[src/hw/rtl/decimal_price_parser_macros.svh]
// Assertion macros shared by the price parser RTL.
// Each macro checks a property on the rising edge of clk_i, disabled while rst_ni is low.
`ifndef DECIMAL_PRICE_PARSER_MACROS_SVH
`define DECIMAL_PRICE_PARSER_MACROS_SVH

`ifndef SYNTHESIS

// Plain condition that must hold on every cycle out of reset.
`define DPP_ASSERT(lbl, cond) \
  lbl: assert property (@(posedge clk_i) disable iff (!rst_ni) (cond)) \
    else $error("%m: assertion failed");

// Same-cycle implication.
`define DPP_ASSERT_IMP(lbl, ante, cons) \
  lbl: assert property (@(posedge clk_i) disable iff (!rst_ni) (ante) |-> (cons)) \
    else $error("%m: assertion failed");

// Next-cycle implication.
`define DPP_ASSERT_NXT(lbl, ante, cons) \
  lbl: assert property (@(posedge clk_i) disable iff (!rst_ni) (ante) |=> (cons)) \
    else $error("%m: assertion failed");

`else

`define DPP_ASSERT(lbl, cond)
`define DPP_ASSERT_IMP(lbl, ante, cons)
`define DPP_ASSERT_NXT(lbl, ante, cons)

`endif

`endif

[src/hw/rtl/dpp_pkg.sv]
`default_nettype none

package dpp_pkg;

  // Field and register widths.
  localparam int unsigned CharWidth    = 8;
  localparam int unsigned PlacesWidth  = 5;
  localparam int unsigned AmountWidth  = 63;
  localparam int unsigned StatusWidth  = 2;
  localparam int unsigned ApbAddrWidth = 3;
  localparam int unsigned ApbDataWidth = 32;

  // Defaults.
  localparam int unsigned QueueDepthDefault = 4;
  localparam logic [PlacesWidth-1:0] PlacesReset = 5'd4;

  // Register index, taken from the word address bits of paddr.
  localparam logic [ApbAddrWidth-3:0] RegIdxDecimalPlaces = '0;

  // Saturation bound, and the largest value that can be scaled by ten without overflow.
  localparam logic [AmountWidth-1:0] AmountMax     = '1;
  localparam logic [AmountWidth-1:0] TimesTenLimit = AmountMax / 10;

  // Character codes.
  localparam logic [CharWidth-1:0] CharNul        = 8'h00;
  localparam logic [CharWidth-1:0] CharComma      = 8'h2C;
  localparam logic [CharWidth-1:0] CharBraceClose = 8'h7D;
  localparam logic [CharWidth-1:0] CharSpace      = 8'h20;
  localparam logic [CharWidth-1:0] CharPoint      = 8'h2E;
  localparam logic [CharWidth-1:0] CharZero       = 8'h30;
  localparam logic [CharWidth-1:0] CharNine       = 8'h39;

  // Largest digit for which the overflow bound is still TimesTenLimit.
  localparam logic [3:0] DigitBoundary = 4'd7;

  typedef enum logic [StatusWidth-1:0] {
    StatusOk        = 2'd0,
    StatusInvalid   = 2'd1,
    StatusSaturated = 2'd2
  } status_e;

  // One finished number on its way to the scaling stage.
  typedef struct packed {
    logic [AmountWidth-1:0] value;
    logic [PlacesWidth-1:0] steps;
    logic                   saturated;
    logic                   invalid;
  } dpp_job_t;

  // Multiply by ten as two shifted copies; the caller guards against overflow.
  function automatic logic [AmountWidth-1:0] times_ten(input logic [AmountWidth-1:0] v);
    return {v[AmountWidth-4:0], 3'b000} + {v[AmountWidth-2:0], 1'b0};
  endfunction

endpackage

`default_nettype wire

[src/hw/rtl/dpp_front.sv]
`default_nettype none

module dpp_front (
  input  logic                           clk_i,
  input  logic                           rst_ni,
  input  logic                           push_i,
  output logic                           full_o,
  input  logic [dpp_pkg::CharWidth-1:0]  char_code_i,
  input  logic                           is_last_i,
  input  logic [dpp_pkg::PlacesWidth-1:0] decimal_places_i,
  input  logic                           job_full_i,
  output logic                           job_push_o,
  output dpp_pkg::dpp_job_t              job_o
);
  import dpp_pkg::*;

  logic [AmountWidth-1:0] acc_q, acc_d;
  logic                   point_q, point_d;
  logic [PlacesWidth-1:0] frac_q, frac_d;
  logic                   fin_q, fin_d;
  logic                   ovf_q, ovf_d;

  logic                   accept;
  logic                   is_term;
  logic                   is_digit;
  logic [3:0]             digit_val;
  logic [AmountWidth-1:0] acc_limit;
  logic                   acc_ovf;
  logic [AmountWidth-1:0] acc_ten;
  logic                   res_ok;
  logic                   res_inv;

  // A character is taken only while the job queue has room.
  assign accept = push_i & ~job_full_i;
  assign full_o = job_full_i;

  // Character classes.
  assign is_term  = (char_code_i == CharNul) || (char_code_i == CharComma) ||
                    (char_code_i == CharBraceClose) || (char_code_i == CharSpace);
  assign is_digit = (char_code_i >= CharZero) && (char_code_i <= CharNine);
  assign digit_val = char_code_i[3:0];

  // Saturating multiply-accumulate: overflow when acc * 10 + digit exceeds the maximum.
  assign acc_limit = (digit_val > DigitBoundary) ? TimesTenLimit - 1'b1 : TimesTenLimit;
  assign acc_ovf   = acc_q > acc_limit;
  assign acc_ten   = times_ten(acc_q) + AmountWidth'(digit_val);

  // Next number state and the finished-number request.
  always_comb begin
    acc_d   = acc_q;
    point_d = point_q;
    frac_d  = frac_q;
    fin_d   = fin_q;
    ovf_d   = ovf_q;
    res_ok  = 1'b0;
    res_inv = 1'b0;
    if (!fin_q) begin
      if (is_term) begin
        res_ok = 1'b1;
      end else if (is_digit) begin
        if (point_q && (frac_q == decimal_places_i)) begin
          // A fraction digit beyond the precision ends the number and is dropped.
          res_ok = 1'b1;
        end else begin
          if (point_q) begin
            frac_d = frac_q + 1'b1;
          end
          if (acc_ovf) begin
            acc_d = AmountMax;
            ovf_d = 1'b1;
          end else begin
            acc_d = acc_ten;
          end
        end
      end else if ((char_code_i == CharPoint) && !point_q) begin
        point_d = 1'b1;
      end else begin
        res_inv = 1'b1;
      end
      // The last character closes an open number like a terminator.
      if (is_last_i && !res_ok && !res_inv) begin
        res_ok = 1'b1;
      end
    end

    job_o.value     = res_inv ? '0 : acc_d;
    job_o.steps     = (decimal_places_i > frac_d) ? decimal_places_i - frac_d : '0;
    job_o.saturated = ovf_d;
    job_o.invalid   = res_inv;

    if (res_ok || res_inv) begin
      fin_d = 1'b1;
    end
    // The last character starts a fresh number.
    if (is_last_i) begin
      acc_d   = '0;
      point_d = 1'b0;
      frac_d  = '0;
      fin_d   = 1'b0;
      ovf_d   = 1'b0;
    end
  end

  assign job_push_o = accept & (res_ok | res_inv);

  // Number state, updated on each accepted character.
  always_ff @(posedge clk_i or negedge rst_ni) begin
    if (!rst_ni) begin
      acc_q   <= '0;
      point_q <= 1'b0;
      frac_q  <= '0;
      fin_q   <= 1'b0;
      ovf_q   <= 1'b0;
    end else if (accept) begin
      acc_q   <= acc_d;
      point_q <= point_d;
      frac_q  <= frac_d;
      fin_q   <= fin_d;
      ovf_q   <= ovf_d;
    end
  end

endmodule

`default_nettype wire

[src/hw/rtl/dpp_fifo.sv]
`default_nettype none
`include "decimal_price_parser_macros.svh"

module dpp_fifo #(
  parameter int unsigned Depth = dpp_pkg::QueueDepthDefault
) (
  input  logic              clk_i,
  input  logic              rst_ni,
  input  logic              push_i,
  input  dpp_pkg::dpp_job_t data_i,
  output logic              full_o,
  input  logic              pop_i,
  output dpp_pkg::dpp_job_t data_o,
  output logic              empty_o
);
  import dpp_pkg::*;

  localparam int unsigned PtrWidth   = (Depth > 1) ? $clog2(Depth) : 1;
  localparam int unsigned CountWidth = $clog2(Depth + 1);

  dpp_job_t                mem_q [Depth];
  logic [PtrWidth-1:0]     wr_ptr_q, wr_ptr_d;
  logic [PtrWidth-1:0]     rd_ptr_q, rd_ptr_d;
  logic [CountWidth-1:0]   count_q, count_d;

  assign full_o  = (count_q == CountWidth'(Depth));
  assign empty_o = (count_q == '0);
  assign data_o  = mem_q[rd_ptr_q];

  // Pointer wrap and occupancy.
  always_comb begin
    wr_ptr_d = wr_ptr_q;
    rd_ptr_d = rd_ptr_q;
    count_d  = count_q;
    if (push_i) begin
      wr_ptr_d = (wr_ptr_q == PtrWidth'(Depth - 1)) ? '0 : wr_ptr_q + 1'b1;
    end
    if (pop_i) begin
      rd_ptr_d = (rd_ptr_q == PtrWidth'(Depth - 1)) ? '0 : rd_ptr_q + 1'b1;
    end
    if (push_i && !pop_i) begin
      count_d = count_q + 1'b1;
    end else if (!push_i && pop_i) begin
      count_d = count_q - 1'b1;
    end
  end

  always_ff @(posedge clk_i or negedge rst_ni) begin
    if (!rst_ni) begin
      wr_ptr_q <= '0;
      rd_ptr_q <= '0;
      count_q  <= '0;
    end else begin
      wr_ptr_q <= wr_ptr_d;
      rd_ptr_q <= rd_ptr_d;
      count_q  <= count_d;
    end
  end

  // Storage.
  always_ff @(posedge clk_i) begin
    if (push_i) begin
      mem_q[wr_ptr_q] <= data_i;
    end
  end

  `DPP_ASSERT(fifo_no_overflow_a, !(push_i && full_o))
  `DPP_ASSERT(fifo_no_underflow_a, !(pop_i && empty_o))
  `DPP_ASSERT(fifo_count_bound_a, count_q <= CountWidth'(Depth))

endmodule

`default_nettype wire

[src/hw/rtl/dpp_back.sv]
`default_nettype none
`include "decimal_price_parser_macros.svh"

module dpp_back (
  input  logic                             clk_i,
  input  logic                             rst_ni,
  input  logic                             job_valid_i,
  input  dpp_pkg::dpp_job_t                job_i,
  output logic                             job_pop_o,
  output logic                             empty_o,
  input  logic                             pop_i,
  output logic [dpp_pkg::AmountWidth-1:0]  amount_o,
  output logic [dpp_pkg::StatusWidth-1:0]  status_o
);
  import dpp_pkg::*;

  logic                   work_valid_q, work_valid_d;
  logic [AmountWidth-1:0] work_value_q, work_value_d;
  logic [PlacesWidth-1:0] work_steps_q, work_steps_d;
  logic                   work_sat_q, work_sat_d;
  logic                   work_inv_q, work_inv_d;

  logic                   out_valid_q, out_valid_d;
  logic [AmountWidth-1:0] amount_q, amount_d;
  status_e                status_q, status_d;

  logic                   work_done;
  logic                   out_free;
  logic                   move;
  logic                   load;

  // Handoff between the scaling register and the result register.
  assign work_done = work_valid_q && (work_steps_q == '0);
  assign out_free  = !out_valid_q || pop_i;
  assign move      = work_done && out_free;
  assign load      = job_valid_i && (!work_valid_q || move);
  assign job_pop_o = load;

  // Scaling: one saturating multiply by ten per cycle for each missing place.
  always_comb begin
    work_valid_d = work_valid_q;
    work_value_d = work_value_q;
    work_steps_d = work_steps_q;
    work_sat_d   = work_sat_q;
    work_inv_d   = work_inv_q;
    if (load) begin
      work_valid_d = 1'b1;
      work_value_d = job_i.value;
      work_steps_d = job_i.steps;
      work_sat_d   = job_i.saturated;
      work_inv_d   = job_i.invalid;
    end else if (move) begin
      work_valid_d = 1'b0;
    end else if (work_valid_q && (work_steps_q != '0)) begin
      work_steps_d = work_steps_q - 1'b1;
      if (work_value_q > TimesTenLimit) begin
        work_value_d = AmountMax;
        work_sat_d   = 1'b1;
      end else begin
        work_value_d = times_ten(work_value_q);
      end
    end
  end

  // Result register in front of the output queue interface.
  always_comb begin
    out_valid_d = out_valid_q;
    amount_d    = amount_q;
    status_d    = status_q;
    if (move) begin
      out_valid_d = 1'b1;
      amount_d    = work_value_q;
      if (work_inv_q) begin
        status_d = StatusInvalid;
      end else if (work_sat_q) begin
        status_d = StatusSaturated;
      end else begin
        status_d = StatusOk;
      end
    end else if (pop_i) begin
      out_valid_d = 1'b0;
    end
  end

  always_ff @(posedge clk_i or negedge rst_ni) begin
    if (!rst_ni) begin
      work_valid_q <= 1'b0;
      out_valid_q  <= 1'b0;
    end else begin
      work_valid_q <= work_valid_d;
      out_valid_q  <= out_valid_d;
    end
  end

  always_ff @(posedge clk_i) begin
    work_value_q <= work_value_d;
    work_steps_q <= work_steps_d;
    work_sat_q   <= work_sat_d;
    work_inv_q   <= work_inv_d;
    amount_q     <= amount_d;
    status_q     <= status_d;
  end

  assign empty_o  = !out_valid_q;
  assign amount_o = amount_q;
  assign status_o = status_q;

  `DPP_ASSERT_IMP(back_invalid_zero_a, out_valid_q && (status_q == StatusInvalid), amount_q == '0)
  `DPP_ASSERT_NXT(back_busy_holds_a, work_valid_q && (work_steps_q != '0), work_valid_q)
  `DPP_ASSERT_NXT(back_step_count_a, work_valid_q && (work_steps_q != '0),
                  work_steps_q == $past(work_steps_q) - 1'b1)

endmodule

`default_nettype wire

[src/hw/rtl/decimal_price_parser.sv]
// Decimal price parser: one ASCII character accepted per cycle while the job queue has room;
// numbers come out as scaled integers. The scaling unit multiplies a result by ten once per
// missing fraction place (decimal_places minus fraction digits seen), one result at a time.
// A finished number goes through the job queue, then the scaling and the result registers.
// A job queue between parser and scaler absorbs scaling time; full rises when it fills.
// Reset (rst_ni low, asynchronous) clears the number state and the queues; decimal_places is 4.
`default_nettype none

module decimal_price_parser #(
  parameter int unsigned QueueDepth = dpp_pkg::QueueDepthDefault
) (
  input  logic                              clk_i,
  input  logic                              rst_ni,
  // Character input
  input  logic                              push,
  output logic                              full,
  input  logic [dpp_pkg::CharWidth-1:0]     char_code_i,
  input  logic                              is_last_i,
  // Result output
  output logic                              empty,
  input  logic                              pop,
  output logic [dpp_pkg::AmountWidth-1:0]   amount_o,
  output logic [dpp_pkg::StatusWidth-1:0]   status_o,
  // Configuration
  input  logic                              psel,
  input  logic                              penable,
  input  logic                              pwrite,
  input  logic [dpp_pkg::ApbAddrWidth-1:0]  paddr,
  input  logic [dpp_pkg::ApbDataWidth-1:0]  pwdata,
  output logic [dpp_pkg::ApbDataWidth-1:0]  prdata,
  output logic                              pready
);
  import dpp_pkg::*;

  logic [PlacesWidth-1:0] places_q;
  logic                   cfg_write;
  logic                   reg_sel;

  dpp_job_t               front_job;
  logic                   front_push;
  dpp_job_t               back_job;
  logic                   back_pop;
  logic                   q_full;
  logic                   q_empty;

  // Configuration register.
  assign pready    = 1'b1;
  assign reg_sel   = (paddr[ApbAddrWidth-1:2] == RegIdxDecimalPlaces);
  assign cfg_write = psel && penable && pwrite && reg_sel;
  assign prdata    = reg_sel ? ApbDataWidth'(places_q) : '0;

  always_ff @(posedge clk_i or negedge rst_ni) begin
    if (!rst_ni) begin
      places_q <= PlacesReset;
    end else if (cfg_write) begin
      places_q <= pwdata[PlacesWidth-1:0];
    end
  end

  // Parser front end.
  dpp_front u_front (
    .clk_i            (clk_i),
    .rst_ni           (rst_ni),
    .push_i           (push),
    .full_o           (full),
    .char_code_i      (char_code_i),
    .is_last_i        (is_last_i),
    .decimal_places_i (places_q),
    .job_full_i       (q_full),
    .job_push_o       (front_push),
    .job_o            (front_job)
  );

  // Queue of finished numbers.
  dpp_fifo #(
    .Depth (QueueDepth)
  ) u_fifo (
    .clk_i   (clk_i),
    .rst_ni  (rst_ni),
    .push_i  (front_push),
    .data_i  (front_job),
    .full_o  (q_full),
    .pop_i   (back_pop),
    .data_o  (back_job),
    .empty_o (q_empty)
  );

  // Scaling and result register.
  dpp_back u_back (
    .clk_i       (clk_i),
    .rst_ni      (rst_ni),
    .job_valid_i (!q_empty),
    .job_i       (back_job),
    .job_pop_o   (back_pop),
    .empty_o     (empty),
    .pop_i       (pop),
    .amount_o    (amount_o),
    .status_o    (status_o)
  );

endmodule

`default_nettype wire

[config.mk]
export PLATFORM = sky130hd
export DESIGN_NAME = decimal_price_parser
export DESIGN_NICKNAME = d
export VERILOG_FILES = /design/src/hw/rtl/dpp_pkg.sv /design/src/hw/rtl/dpp_front.sv /design/src/hw/rtl/dpp_fifo.sv /design/src/hw/rtl/dpp_back.sv /design/src/hw/rtl/decimal_price_parser.sv
export VERILOG_INCLUDE_DIRS = /design/src /design/src/hw/rtl
export SDC_FILE = /design/constraint.sdc
export NUM_CORES = 1
export LEC_CHECK = 0
export BUFFER_PORTS_ARGS = -buffer_cell sky130_fd_sc_hd__buf_2
export CELL_PAD_IN_SITES_DETAIL_PLACEMENT = 0
export CELL_PAD_IN_SITES_GLOBAL_PLACEMENT = 1
export CORE_UTILIZATION = 50
export DETAILED_ROUTE_END_ITERATION = 10
export GPL_TIMING_DRIVEN = 0
export PLACE_DENSITY = 0.76
export RECOVER_POWER = 100
export SYNTH_ARGS = -nofsm -noshare
export SYNTH_HDL_FRONTEND = slang
export SYNTH_SLANG_ARGS = --single-unit
[constraint.sdc]
create_clock -name clk_i -period 5.3 [get_ports clk_i]
set_input_delay 0.53 -clock clk_i [delete_from_list [all_inputs] [get_ports clk_i]]
set_output_delay 0.53 -clock clk_i [all_outputs]
set_load 0.1 [all_outputs]
==> impl_metrics.ini, run 1 <==
[status]
outcome = complete, but fails checks
failed_checks = capacitance limit, slew limit

[place]
dp_hpwl_um = 58600
dp.cells = 3346
post_dp_cell_area_mm2 = 0.0301
place_ws_ns = 0.402
placement.io_buffers = 93
globalplace.congestion = 0.952

[cells_and_area]
design.final.nets = 2893
finish.cell_count_without_fillers = 3440
most_common_library_cell_in_the_layout_ignoring_fill_and_taps = edfxtp_1
postLayoutCoreUtil = 0.562
layout.filler_cells = 4821
syn_to_final_growth_pct = 11.1
finalInstanceArea_mm2 = 0.0316
diodes = 0
most-common-layout-cells = edfxtp_1 (415), nor2_1 (220), a21oi_1 (218)
post_route_cells_drive_above_1_share = 0.0976

[sta]
worst_clock_skew_ns = 0.0230
post_route_setup_tns_ns = 0
worst_slew_margin_rel = -0.650
maxSlewViolCount = 153
report.final.hold_viol_count = 0
final.hold.worst_slack_ns = 0.162
rsz_0062_raised_after_global_routing = no
postLayoutSetupSlackWorst_ns = 0.512
finalSetupViolations = 0
worst_slew_pin_slew_ns = 2.47
fmaxAchievable_mhz = 209
post-route-min-period_ns = 4.79
fin_crit_sh = 0.903

[global_routing]
antenna_found_initial = 0
first_pass_grt_wire_length_um = 117000
via_count_of_the_first_global_routing_pass = 19900
global_route.usage.total = 0.266
grt_total_ovfl = 0
pin_count_of_the_biggest_net_entering_global_routing = 69

[critical_path]
worst_r2r_endpoint = u_fifo.mem_q[2][67]
worstReg2RegStart = u_front.acc_q[2]
r2r_setup_slack_ns = 0.51
crit_path_start = u_front.acc_q[2]
worst_path_maximum_fanout = 8
worstPathArrival_ns = 5.12
critPathLaunchType = flop
timing.reg2reg.worst_path_depth = 14
cp_data_required_time_ns = 5.64
crit_path_end_kind = flop
worst_setup_path_endpoint = u_fifo.mem_q[2][67]
worst-setup-path-type = flop to flop

[detailed_routing]
remaining_drc_errors = 0
wirelength_um = 76500
antenna_left = 0
detailroute.via_count = 20600
per_cell_via_count_in_the_routed_design = 5.99
drt_pre_antenna_iters = 5
detail_route.iter0.violations = 1290
wire_per_inst_um = 22.2

[power]
power.static_leakage_nw = 11.9
power.density_mw_per_mm2 = 420
irDropWorstVdd_mv = 0.285
power.total_mw = 13.3

[yosys]
seq_area_frac_synth = 0.513
synth-edff-count = 415
netlist_area_mm2 = 0.0284
synth-seq-cells = 500
syn_inst = 2465
yosysWarningCount = 0
synthesis.area_per_instance_um2 = 11.5
synth-async-reset-ratio = 0.170
postSynth.topFlopCell = edfxtp_1
yosys.cell_types.count = 91

[clock_tree]
cts.repair_timing.setup_buffer_count = 0
clkLatencyLatePin_ns = 0.60
cts-root-to-sink-buffers = 3
cts_sinks = 500
cts_max_level = 2
clk_pin_slew_worst_paths_ns = 0.06
holdBufCountCts = 1
post_cts_resized = 0
ctsRootBufferMaster = clkbuf_16
cts_inserted_buffers = 51
cts_tree = built

[floorplan]
chipHeight_um = 241
die_w_um = 241
fp.coreArea_mm2 = 0.0563
initial_core_utilization = 0.506
i_o_pin_total = 151
rows = 87
die_area_mm2 = 0.0579

[flow_run]
maxCapViolCount = 3

[min_path]
min-delay-path-class = primary input to flop
==> worst min-delay path by stage <==
stage	start	end	slack, ns	cells past startpoint
final	pwdata[2]	places_q[2]	0.16	2
after global routing	pwdata[3]	places_q[3]	0.14	2
after CTS	pwdata[4]	places_q[4]	0.13	2
after detailed placement	u_back.out_valid_q	u_back.out_valid_q	0.50	2
after global placement	u_fifo.count_q[2]	u_fifo.count_q[2]	0.47	1
after floorplan	rst_ni	places_q[0]	0.23	0
==> state kept, by name (all words and copies together), names as in the netlist <==
register             cells
u_fifo.mem_q           280
u_front.point_q          1
places_q                 5
u_front.acc_q           63
u_back.out_valid_q       1
u_back.work_value_q     63
u_front.frac_q           5
u_back.amount_o         63
u_front.ovf_q            1
u_back.work_steps_q      5
u_back.work_valid_q      1
u_back.work_sat_q        1
u_fifo.wr_ptr_q          2
u_fifo.count_q           3
u_front.fin_q            1
u_fifo.rd_ptr_q          2
u_back.status_o          2
u_back.work_inv_q        1
==> report_power, final <==
group	switching, mW	total (mW)	internal (mW)	leakage, nW
Sequential	0.351	5.21	4.86	4.97
Clock	1.51	3.66	2.15	0.832
Combinational	2.88	4.42	1.54	6.11
==> synth_stat cells, types with 7 or more instances <==
cell type	count	area, um2
o21ai_0	127	636
nor2b_1	22	138
nand2_1	191	717
a31oi_1	50	313
nor2_1	220	826
inv_1	48	180
o31a_1	10	87.6
a21boi_0	14	105
and2_1	20	125
a311oi_1	7	61.3
or3_1	9	56.3
edfxtp_1	415	12500
nor4_1	12	75.1
a211oi_1	24	180
and4_1	9	78.8
o211ai_1	16	120
clkbuf_1	89	334
xor2_1	57	499
a21oi_1	217	1090
nor3_1	40	200
dfrtp_1	84	2100
mux4_2	70	1580
and3_1	14	87.6
o22ai_1	13	81.3
nand2b_1	15	93.8
nand4_1	33	206
buf_4	28	210
buf_2	18	90.1
o31ai_1	13	97.6
o21ai_1	7	35.0
o21bai_1	27	203
ha_1	193	2410
buf_1	12	45.0
xnor2_1	77	674
o221a_2	22	248
a21o_1	61	458
nor3b_1	7	52.6
nand3_1	44	220
o21a_1	14	105
==> worst max-delay path, cell delays in order, from the launching register on <==
cell and delay (ns):
dfrtp_1 0.50, inv_1 0.09, fa_1 0.50, inv_1 0.07
fa_1 0.45, a21oi_1 0.27, nor2_1 0.14, o311ai_0 0.60
a311o_1 0.33, a211oi_1 0.18, o31ai_4 0.36, o31ai_1 0.19
a221oi_1 0.39, xnor2_1 0.17, o221a_2 0.29
==> cell families (layout without fill, tap and decap cells) <==
kind of cell | count (synthesis) | in the layout | synth area share
other cells | 2 | 28 | 0.000264
buf+inv | 202 | 395 | 0.0314
fa+ha+maj | 198 | 198 | 0.0884
mux | 77 | 77 | 0.0581
compound gates | 694 | 694 | 0.160
xor+xnor | 134 | 134 | 0.0413
flops | 500 | 500 | 0.513
simple gates | 658 | 658 | 0.108
==> final cells by class <==
| cell class | count | area, um2 | area share |
|---|---|---|---|
| flip-flops and latches | 500 | 14600 | 0.461 |
| multi-input cells | 1789 | 13000 | 0.411 |
| clock buffers | 72 | 1450 | 0.0457 |
| well taps | 756 | 946 | 0.0299 |
| plain buffers | 153 | 706 | 0.0223 |
| repair buffers | 100 | 495 | 0.0157 |
| clock inverters | 21 | 264 | 0.00835 |
| inverters | 49 | 184 | 0.00582 |
==> routing by layer <==
metal / track usage / routed length [um]
met3: 0.0273 / 3770
met5: 0 / 0
met2: 0.426 / 35800
met1: 0.381 / 34700
met4: 0.0834 / 2230
Note: power is estimated with default switching activity, not from simulation.
==> run 2: changes to the inputs <==
==> constraint.sdc (replaced) <==
create_clock -name clk_i -period 4.65 [get_ports clk_i]
set_input_delay 0.465 -clock clk_i [delete_from_list [all_inputs] [get_ports clk_i]]
set_output_delay 0.465 -clock clk_i [all_outputs]
set_load 0.1 [all_outputs]
==> impl_metrics.ini, run 2 (synthesis gave the netlist of run 1 again) <==
[clock_tree]
cts.repair_timing.setup_buffer_count = 0
cts-root-to-sink-buffers = 3
ctsRootBufferMaster = clkbuf_16
cts_tree = built
clkLatencyLatePin_ns = 0.61
clk_pin_slew_worst_paths_ns = 0.07
cts_inserted_buffers = 49
cts_sinks = 500
cts_max_level = 2

[place]
dp_hpwl_um = 58200
dp.cells = 3346
placement.io_buffers = 93
globalplace.congestion = 0.929

[power]
power.density_mw_per_mm2 = 474
netSwitchingPower_mw = 5.42
power.combinational.fraction = 0.337
clock_power_share = 0.266
power.sequential.fraction = 0.397
cell_internal_pwr_mw = 9.55
power.total_mw = 15.0
swShare = 0.362
power.static_leakage_nw = 11.9
irDropWorstVdd_mv = 0.281

[status]
outcome = complete, but fails checks
failed_checks = capacitance limit, slew limit, setup timing

[global_routing]
grt_total_ovfl = 0
global_route.usage.total = 0.266
first_pass_grt_wire_length_um = 117000
antenna_found_initial = 0
pin_count_of_the_biggest_net_entering_global_routing = 69
met2_track_usage_gr = 0.429
groute.layer.met3.usage = 0.0254
grt.met1_usage = 0.376
busiest_layer = met2
via_count_of_the_first_global_routing_pass = 19900

[floorplan]
fp.coreArea_mm2 = 0.0563
i_o_pin_total = 151
initial_core_utilization = 0.506
die_area_mm2 = 0.0579
chipHeight_um = 241
die_w_um = 241
rows = 87

[detailed_routing]
detailroute.via_count = 20500
wirelength_um = 76600
wire_per_inst_um = 22.3
antenna_left = 0
drt_pre_antenna_iters = 5
detail_route.iter0.violations = 1465
remaining_drc_errors = 0
per_cell_via_count_in_the_routed_design = 5.96

[critical_path]
critical_path_buf_inv_count = 1
cp_data_required_time_ns = 4.93
crit_slowest_cell = nor4_1
worst_path_maximum_fanout = 10
worst-setup-path-type = flop to flop
worstPathArrival_ns = 4.94
critPathLaunchType = flop
crit_family = simple AND/OR/NAND/NOR gates
path_cells = nand2_1 -> or3_1 -> nor4_1 -> nor4b_1 -> o2bb2ai_1 -> o21ai_0 -> clkbuf_1 -> o22ai_1 -> nor2_1
crit_path_end_kind = flop
critPathMaxStageDelay_ns = 1.08

[sta]
worst_slew_margin_rel = -0.666
maxSlewViolCount = 208
final.hold.worst_slack_ns = 0.0920
report.final.hold_viol_count = 0
fin_crit_sh = 1.00
postLayoutSetupSlackWorst_ns = -0.00524
worst_clock_skew_ns = 0.0269
worst_slew_pin_slew_ns = 2.50
fmaxAchievable_mhz = 215
rsz_0062_raised_after_global_routing = no
finalSetupViolations = 2
post-route-min-period_ns = 4.66

[cells_and_area]
syn_to_final_growth_pct = 11.0
diodes = 0
largest-register = u_fifo.mem_q
largest_register_ffs = 280
most_common_library_cell_in_the_layout_ignoring_fill_and_taps = edfxtp_1
postLayoutCoreUtil = 0.561
post_route_cells_drive_above_1_share = 0.101
design.final.nets = 2891
most-common-layout-cells = edfxtp_1 (415), nor2_1 (220), a21oi_1 (215)
layout.filler_cells = 4809
finish.cell_count_without_fillers = 3439

[min_path]
min-delay-path-class = primary input to flop

[flow_run]
maxCapViolCount = 4
run 2: cell types whose count changed in the layout (fill, tap and decap cells not counted), moves of 3 or more:
| cell | delta |
|---|---|
| o21ai_1 | +4 |
| and2_4 | +3 |
| o21ai_0 | -5 |
| clkinv_1 | +3 |
| a21oi_2 | +3 |
| clkinv_2 | +4 |
| a21oi_1 | -3 |
| clkbuf_8 | -8 |
run 2: metrics by stage:
stage	worst slack (ns)	setup TNS (ns)	cell area [um2]
global route	0.00590	0	31600
floorplan	0.816	0	28600
finish	-0.00524	-0.0105	31600
detailed placement	-0.129	-0.558	30100
global placement	-1.75	-495.12	30000
CTS	0.0417	0	31800
run 2: path summary, 6_finish.rpt:
check / start / to / slack, ns / cells past startpoint
setup / recovery: u_front.acc_q[58] / u_fifo.mem_q[3][32] / -0.005 / 9
hold / removal: pwdata[2] / places_q[2] / 0.09 / 2
setup reg to reg: u_front.acc_q[58] / u_fifo.mem_q[3][32] / -0.005 / 9
hold reg to reg: u_fifo.count_q[2] / u_fifo.count_q[2] / 0.50 / 1
max in group asynchronous: rst_ni / u_front.acc_q[10] / 1.29 / 3
min in group asynchronous: rst_ni / u_fifo.rd_ptr_q[0] / 0.96 / 2
run 2: cell type report:
cell class              count  area (um2)  share of cell area
clock inverters            32         328              0.0104
inverters                  49         184             0.00582
flip-flops and latches    500       14600               0.462
multi-input cells        1789       13100               0.414
well taps                 756         946              0.0300
plain buffers             153         704              0.0223
repair buffers            100         484              0.0153
clock buffers              60        1280              0.0405
run 2: repair_timing:
| item | in CTS | in global routing |
|---|---|---|
| setup endpoints to repair | 0 | 24 |
| gates resized for setup | 0 | 6 |
| endpoints found under the hold margin | 29 | 0 |
| hold buffers | 1 | 0 |
run 2: routing by layer:
metal / part of all wire / vias to the layer above / routed length, um
met5: 0 / - / 0
met4: 0.031 / 0 / 2380
met3: 0.046 / 110 / 3540
met2: 0.47 / 604 / 35900
met1: 0.45 / 10100 / 34800
li1: - / 9710 / -
run 2: power groups by stage:
stage / combinational [mW] / clock (mW) / sequential, mW
after floorplan: 3.46 / 0 / 6.14
after global placement: 4.96 / 0 / 6.04
after detailed placement: 5.07 / 0 / 6.02
after CTS: 5.09 / 4.04 / 5.93
after global routing: 5.49 / 4.21 / 6.00
final: 5.05 / 3.97 / 5.94
==> run 3: changes to the inputs <==
--- a/config.mk
+++ b/config.mk
@@ -6,13 +6,13 @@
 export SDC_FILE = /design/constraint.sdc
 export NUM_CORES = 1
 export LEC_CHECK = 0
-export BUFFER_PORTS_ARGS = -buffer_cell sky130_fd_sc_hd__buf_2
 export CELL_PAD_IN_SITES_DETAIL_PLACEMENT = 0
 export CELL_PAD_IN_SITES_GLOBAL_PLACEMENT = 1
 export CORE_UTILIZATION = 50
 export DETAILED_ROUTE_END_ITERATION = 10
+export DONT_BUFFER_PORTS = 1
 export GPL_TIMING_DRIVEN = 0
-export PLACE_DENSITY = 0.76
+export PLACE_DENSITY = 0.73
 export RECOVER_POWER = 100
 export SYNTH_ARGS = -nofsm -noshare
 export SYNTH_HDL_FRONTEND = slang
==> impl_metrics.ini, run 3 (synthesis gave the netlist of run 1 again) <==
[critical_path]
critPathLaunchType = flop
worst_path_maximum_fanout = 8
crit_path_start = u_front.acc_q[2]
worstPathArrival_ns = 4.74
cp_data_required_time_ns = 4.98
timing.reg2reg.worst_path_depth = 14
worst_r2r_endpoint = u_fifo.mem_q[1][63]
r2r_setup_slack_ns = 0.25
worst-setup-path-type = flop to flop
worstReg2RegStart = u_front.acc_q[2]
crit_path_end_kind = flop

[cells_and_area]
syn_to_final_growth_pct = 10.0
finalInstanceArea_mm2 = 0.0313
layout.filler_cells = 4815
post_route_cells_drive_above_1_share = 0.0982
diodes = 0
design.final.nets = 2807
largest_register_ffs = 280
most-common-layout-cells = edfxtp_1 (415), nor2_1 (220), a21oi_1 (215)
largest-register = u_fifo.mem_q
most_common_library_cell_in_the_layout_ignoring_fill_and_taps = edfxtp_1

[floorplan]
rows = 87
fp.coreArea_mm2 = 0.0563
i_o_pin_total = 151
die_w_um = 241
initial_core_utilization = 0.506
chipHeight_um = 241
die_area_mm2 = 0.0579

[clock_tree]
cts_inserted_buffers = 49
cts_max_level = 2
clk_pin_slew_worst_paths_ns = 0.07
cts_tree = built
ctsRootBufferMaster = clkbuf_16
cts_sinks = 500
cts.repair_timing.setup_buffer_count = 0
clkLatencyLatePin_ns = 0.60
cts-root-to-sink-buffers = 3

[detailed_routing]
remaining_drc_errors = 0
wirelength_um = 77000
detailroute.via_count = 20200
wire_per_inst_um = 23.0
drt_pre_antenna_iters = 5
antenna_left = 0
detail_route.iter0.violations = 1430
per_cell_via_count_in_the_routed_design = 6.03

[sta]
worst_clock_skew_ns = 0.0290
worst_slew_margin_rel = -0.585
post-route-min-period_ns = 4.40
maxSlewViolCount = 155
final.hold.worst_slack_ns = 0.0756
finalSetupViolations = 0
worst_slew_pin_slew_ns = 2.38
fmaxAchievable_mhz = 227
rsz_0062_raised_after_global_routing = no
report.final.hold_viol_count = 0
postLayoutSetupSlackWorst_ns = 0.247
fin_crit_sh = 0.947

[power]
irDropWorstVdd_mv = 0.333
power.density_mw_per_mm2 = 480
power.total_mw = 15.0
power.static_leakage_nw = 11.7

[place]
post_dp_cell_area_mm2 = 0.0297
place_ws_ns = 0.0433
globalplace.congestion = 0.925
placement.io_buffers = 0
dp_hpwl_um = 58600

[global_routing]
pin_count_of_the_biggest_net_entering_global_routing = 86
grt_total_ovfl = 0
antenna_found_initial = 0
global_route.usage.total = 0.268
first_pass_grt_wire_length_um = 118000
via_count_of_the_first_global_routing_pass = 19800

[min_path]
hold_depth = 2
worstHoldStart = pop
min-delay-path-class = primary input to flop
timing.hold.worst_endpoint = u_back.out_valid_q

[flow_run]
maxCapViolCount = 7

[status]
failed_checks = capacitance limit, slew limit
outcome = complete, but fails checks
run 3: changes by cell type in the layout (fill, tap and decap cells not counted), moves of 3 or more:
cell           before  now
clkbuf_1          182  108
buf_2              32   15
dlygate4sd3_1       1    6
and2_4              4    0
clkinv_2            9   12
run 3: worst max path at each step:
stage,endpoint,slack [ns],cells past startpoint
global placement,u_fifo.mem_q[1][13],-1.76,7
detailed placement,u_fifo.mem_q[0][57],0.04,8
floorplan,u_fifo.mem_q[0][0],0.82,5
global route,u_fifo.mem_q[1][67],0.02,14
finish,u_fifo.mem_q[1][63],0.25,14
CTS,u_fifo.mem_q[3][57],0.003,8
run 3: repair_timing:
item,in CTS,in global routing
hold buffers,7,0
setup endpoints to repair,0,40
hold endpoints to repair,90,0
gates resized for setup,0,8
run 3: power by group:
group | internal (mW) | switching [mW] | total (mW)
logic | 1.74 | 3.02 | 4.76
registers | 5.54 | 0.659 | 6.20
clock network | 2.34 | 1.72 | 4.06
total | 9.62 | 5.40 | 15.0
run 3: routing by layer:
metal | share of wire | track usage | vias to the layer above
li1 | - | - | 9566
met2 | 0.47 | 0.432 | 530
met5 | 0 | 0 | -
met4 | 0.029 | 0.0845 | 0
met3 | 0.043 | 0.0307 | 105
met1 | 0.46 | 0.381 | 10000
run 3: critical path, stage by stage, from the launching register on:
cell,delay (ns)
dfrtp_1,0.52
inv_1,0.10
fa_1,0.44
inv_1,0.11
fa_1,0.22
a21oi_1,0.11
nor2_1,0.29
o311ai_2,0.17
a311o_1,0.43
a211oi_1,0.64
o31ai_4,0.19
o31ai_4,0.30
a21oi_1,0.13
xnor2_1,0.18
o221a_2,0.29
run 3: layout make-up:
| class | instances | area (um2) | area share |
|---|---|---|---|
| flip-flops and latches | 500 | 14600 | 0.466 |
| multi-input cells | 1789 | 13100 | 0.418 |
| clock buffers | 58 | 1260 | 0.0402 |
| well taps | 756 | 946 | 0.0302 |
| plain buffers | 153 | 706 | 0.0225 |
| clock inverters | 33 | 362 | 0.0116 |
| inverters | 49 | 184 | 0.00588 |
| repair buffers | 16 | 160 | 0.00512 |
run 3: stage by stage:
step	util	instances	setup TNS [ns]
2_1_floorplan	-	2491	0
3_3_place_gp	0.524	3247	-513.20
3_5_place_dp	0.528	3256	0
4_1_cts	0.559	3354	0
5_1_grt	0.556	3354	0
6_report	0.556	3354	0
